[config.mk]
export PLATFORM = sky130hd
export DESIGN_NAME = pbfpc_ctrl
export DESIGN_NICKNAME = d
export VERILOG_FILES = /design/src/sv/pbfpc_pkg.sv /design/src/sv/pbfpc_ctrl.sv
export SDC_FILE = /design/constraint.sdc
export NUM_CORES = 1
export LEC_CHECK = 0
export BUFFER_PORTS_ARGS = -buffer_cell sky130_fd_sc_hd__buf_2
export CELL_PAD_IN_SITES_DETAIL_PLACEMENT = 1
export CELL_PAD_IN_SITES_GLOBAL_PLACEMENT = 1
export CORE_AREA = 2 2 39 41
export DETAILED_ROUTE_END_ITERATION = 8
export DIE_AREA = 0 0 41 43
export HOLD_SLACK_MARGIN = 0.12
export PLACE_DENSITY = 0.62
export SYNTH_ARGS = -nofsm -noshare
export SYNTH_HDL_FRONTEND = slang
export SYNTH_SLANG_ARGS = --single-unit
[constraint.sdc]
create_clock -name clk_i -period 1.2 [get_ports clk_i]
set_input_delay 0.12 -clock clk_i [delete_from_list [all_inputs] [get_ports clk_i]]
set_output_delay 0.12 -clock clk_i [all_outputs]
set_load 0.03 [all_outputs]
[src/sv/pbfpc_pkg.sv]
// Shared constants, codes and control types of the pageblock free page counters.
`default_nettype none
package pbfpc_pkg;

  // Table geometry
  localparam int unsigned BLOCK_ORDER = 9;
  localparam int unsigned NUM_BLOCKS  = 1024;
  localparam int unsigned BLOCK_SIZE  = 1 << BLOCK_ORDER;
  localparam int unsigned AW          = $clog2(NUM_BLOCKS);
  localparam int unsigned IDX_W       = 32 - BLOCK_ORDER;

  // Field widths
  localparam int unsigned FRAME_W = 32;
  localparam int unsigned ORDER_W = 4;
  localparam int unsigned MTYPE_W = 3;
  localparam int unsigned CNT_W   = 32;
  // Largest run is 2^(2^ORDER_W - 1) pages
  localparam int unsigned PAGES_W = 16;

  // Stream payload widths
  localparam int unsigned IN_TDATA_W  = 48;
  localparam int unsigned OUT_TDATA_W = 72;

  // Configuration port
  localparam int unsigned PADDR_W = 3;
  localparam int unsigned PDATA_W = 32;
  localparam logic        REG_BASE_FRAME = 1'b0;
  localparam logic        REG_THRESHOLD  = 1'b1;
  localparam logic [MTYPE_W-1:0] THRESHOLD_RST = 3'd1;

  typedef enum logic [1:0] {
    OP_TAKE  = 2'd0,
    OP_FREE  = 2'd1,
    OP_QUERY = 2'd2
  } op_e;

  // Commands from the controller to the datapath
  typedef struct packed {
    logic clearing;    // zero the entry at the clear counter
    logic load_item;   // item accepted this cycle
    logic upd_first;   // update the first entry, read the second
    logic upd_second;  // update the second entry
    logic load_out;    // move the result into the output register
  } cmd_t;

  // Status from the datapath to the controller
  typedef struct packed {
    logic clear_done;  // last entry is being cleared
  } sts_t;

endpackage
`default_nettype wire

[src/sv/pbfpc_ctrl.sv]
// Controller of the pageblock counters: clearing pass, item sequencing, output valid.
`default_nettype none
module pbfpc_ctrl (
  input  wire logic            clk_i,
  input  wire logic            rst_ni,
  input  wire logic            in_valid_i,
  output logic                 in_ready_o,
  output logic                 out_valid_o,
  input  wire logic            out_ready_i,
  input  wire pbfpc_pkg::sts_t sts_i,
  output pbfpc_pkg::cmd_t      cmd_o
);

  typedef enum logic [2:0] {
    ST_CLEAR,
    ST_IDLE,
    ST_FIRST,
    ST_SECOND,
    ST_DONE
  } state_e;

  state_e state_q, state_d;
  logic   out_valid_q, out_valid_d;
  logic   out_free;

  // Output register can take a result now
  assign out_free = !out_valid_q || out_ready_i;

  always_comb begin
    state_d       = state_q;
    cmd_o         = '0;
    in_ready_o    = 1'b0;
    unique case (state_q)
      ST_CLEAR: begin
        cmd_o.clearing = 1'b1;
        if (sts_i.clear_done) begin
          state_d = ST_IDLE;
        end
      end
      ST_IDLE: begin
        in_ready_o      = 1'b1;
        cmd_o.load_item = in_valid_i;
        if (in_valid_i) begin
          state_d = ST_FIRST;
        end
      end
      ST_FIRST: begin
        cmd_o.upd_first = 1'b1;
        state_d         = ST_SECOND;
      end
      ST_SECOND: begin
        cmd_o.upd_second = 1'b1;
        if (out_free) begin
          cmd_o.load_out = 1'b1;
          state_d        = ST_IDLE;
        end else begin
          state_d = ST_DONE;
        end
      end
      ST_DONE: begin
        if (out_free) begin
          cmd_o.load_out = 1'b1;
          state_d        = ST_IDLE;
        end
      end
      default: begin
        state_d = ST_CLEAR;
      end
    endcase
  end

  always_comb begin
    out_valid_d = out_valid_q;
    if (cmd_o.load_out) begin
      out_valid_d = 1'b1;
    end else if (out_ready_i) begin
      out_valid_d = 1'b0;
    end
  end

  always_ff @(posedge clk_i or negedge rst_ni) begin
    if (!rst_ni) begin
      state_q     <= ST_CLEAR;
      out_valid_q <= 1'b0;
    end else begin
      state_q     <= state_d;
      out_valid_q <= out_valid_d;
    end
  end

  assign out_valid_o = out_valid_q;

endmodule
`default_nettype wire

==> reports/results.tsv <==
stage	metric	value	unit
timing	max_freq	733	MHz
timing	hold_slack	193	ps
worst_setup_path	rr_endpoint	state_q[0]	
outcome	outcome	finished, violations left	
route	wl_per_cell	10.5	µm
floorplan	die_h	43	µm
clock_tree	clk_latency	230	ps
timing	worst_pin_slew	190	ps
clock_tree	cts_tree	built	
timing	hold_viol	0	
cells_and_area	diodes	0	
worst_hold_path	hold_path_end	state_q[1]	
clock_tree	h-tree-depth	1	
outcome	violations	setup timing	
floorplan	row_count	14	
grt	grt-ovfl-total	0	
yosys	ys_top_cells_by_area	dfrtp_1 (36%), nor3b_2 (9.0%), buf_6 (8.1%), a211oi_2 (4.5%), a22oi_2 (4.5%)	
worst_setup_path	path_max_fanout	4	
placed_design	place_ws	21.4	ps
grt	globalRouteMet2Util	0.150	
grt	grt_use_total	0.0996	
floorplan	ioPinCount	12	
clock_tree	root_buffer	clkbuf_4	
worst_hold_path	holdCritStartpoint	in_valid_i	
worst_setup_path	r2r-start	state_q[0]	
yosys	ys_types	19	
clock_tree	cts_made_buffers	3	
power_and_ir_drop	p_per_area	2960	mW/mm²
worst_setup_path	worstRegToRegCells	4	
grt	grt_pass1_wl	1130	µm
route	remaining_drc_errors	0	
timing	layout_setup_ws	-164	ps
cells_and_area	seq_area	101	µm²
worst_hold_path	hold_path_depth	3	
worst_setup_path	r2r_slack	100	ps
yosys	yosysSeqAreaShare	0.360	
floorplan	coreArea	0.00138	mm²
worst_setup_path	crit_chain	buf_6, nor3b_4, and2_4, buf_6	
floorplan	dieArea	0.00176	mm²
cells_and_area	multiInputGateArea	175	µm²
cells_and_area	layout.nets	55	
yosys	synth-seq-cells	4	
worst_setup_path	worst-setup-path-type	reg2out	
cells_and_area	area_growth	74.8	%
worst_setup_path	max_stage_delay	420	ps
placed_design	routabilityCongestion	0.617	
floorplan	start_util	0.201	
timing	period_share	1.14	
worst_setup_path	cpMostUsedCell	buf_6	
grt	grt_max_degree	7	
grt	grt_pass1_vias	279	
route	vias	267	
timing	setup_violations	6	
yosys	syn-instance-count	28	
cells_and_area	fin_area	485	µm²
worst_hold_path	hp-class	in2reg	
clock_tree	clockBufferDepth	2	
worst_setup_path	crit_slowest_cell	dfrtp_1	
worst_setup_path	cp-end-kind	output port	
route	drt_wl_total	672	µm
timing	slew_headroom	0.873	
timing	min_period	1360	ps
placed_design	io_buffers	11	
timing	drv_slew	0	
route	via_per_inst	4.17	
cells_and_area	drive_above_1_share	0.688	
yosys	yosysWarnings	0	
grt	grtUsageMet3	0.0471	
worst_setup_path	worstPathRequired	1080	ps
route	drtAntennaViolNets	0	
timing	skew	3.13	ps
worst_setup_path	arrival	1240	ps
route	dr.first_iter.drc_count	1	
grt	antenna_found_initial	0	
route	first_pass_iters	2	
grt	met1_usage	0.107	
yosys	synth_top_cell_by_area	dfrtp_1	
worst_setup_path	crit_start	state_q[1]	
power_and_ir_drop	leakage	0.235	nW
floorplan	die_w	41	µm
yosys	syn_avg_cell_area	9.92	µm²
yosys	yosysTopAreaCellShare	0.360	
placed_design	placed_area	375	µm²
clock_tree	clkTransAtPathRegs	30	ps
cells_and_area	fill_cells	163	
yosys	syn-num-nets	33	
worst_setup_path	startpoint_type	flip-flop	
flow_run	cap_viol_max_count	0	
clock_tree	numClockSinks	4	
power_and_ir_drop	irDropWorstVdd	1.11	mV
grt	grt.busiest_layer	met2	
yosys	synth_area	278	µm²
timing	grt_setup_unrepaired	yes	
==> timing repair <==
item / in CTS / in global routing
buffers inserted: 1 / 2
pin swaps: 3 / 4
gates resized for setup: 16 / 2
setup endpoints to repair: 6 / 6
endpoints found under the hold margin: 4 / 0
hold buffers: 1 / 0
==> cell usage in the layout (no fill, tap or decap), types with 2 or more instances in the layout <==
| cell | instances |
|---|---|
| clkbuf_4 | 3 |
| nor2b_4 | 2 |
| a21oi_1 | 2 |
| buf_4 | 8 |
| nand2b_1 | 2 |
| and2_4 | 2 |
| buf_2 | 5 |
| buf_6 | 6 |
| dfrtp_1 | 3 |
==> worst max-delay path by stage <==
stage / endpoint / slack [ps] / cells after the start
after floorplan: cmd_o[3] / -80 / 2
after global placement: cmd_o[0] / 40 / 4
after detailed placement: cmd_o[3] / 20 / 4
after CTS: cmd_o[0] / -180 / 4
after global routing: cmd_o[3] / -260 / 4
final: cmd_o[3] / -160 / 4
==> logic make-up (layout without fill, tap and decap cells) <==
group | Yosys count | count (layout) | synth area share
compound gates | 6 | 6 | 0.180
buf+inv | 4 | 24 | 0.122
flops | 4 | 4 | 0.360
simple gates | 14 | 14 | 0.338
==> where the power goes <==
group / internal [W] / switching [W] / total [W]
registers: 0.000187 / 0.0000662 / 0.000254
clock network: 0.000112 / 0.0000502 / 0.000162
logic: 0.000532 / 0.000489 / 0.00102
==> cells in the mapped netlist (all sizes together) <==
cell,n
a211oi,1
buf,3
o21ai,1
nor3b,2
nor2b,2
a21oi,2
nand3,1
nor2,2
nand2,1
inv,1
dfrtp,4
o21ba,1
nand3b,1
a22oi,1
nor3,1
nand2b,2
and2,2
==> state kept, by name (all words and copies together) (netlist names) <==
register,count
state_q,3
out_valid_o,1
==> layer usage <==
layer,share of wire,up-vias
met2,0.52,8
li1,-,134
met4,0,0
met3,0.060,0
met5,0,-
met1,0.42,125
==> through the flow <==
step | total power (W) | setup TNS (ps) | std cells | util
6_report | 0.00144 | -644 | 64 | 0.351
4_1_cts | 0.00139 | -689 | 62 | 0.335
3_3_place_gp | 0.00102 | 0 | 57 | 0.271
5_1_grt | 0.00155 | -1060 | 64 | 0.351
3_5_place_dp | 0.00103 | 0 | 57 | 0.271
2_1_floorplan | 0.000850 | -84.8 | 28 | -
==> cell type report <==
class / count / share of cell area
multi-input combinational: 20 / 0.361
timing repair buffer: 20 / 0.335
sequential: 4 / 0.209
clock buffer: 3 / 0.0464
tap: 16 / 0.0412
inverter: 1 / 0.00773
==> worst max-delay path, delay by kind of cell (launching register included) <==
kind,cells,cell delay (ps)
buffers and inverters,2,270
AND/OR/NAND/NOR,2,330
flip-flops,1,420
Power figures use the tool's default switching activity.
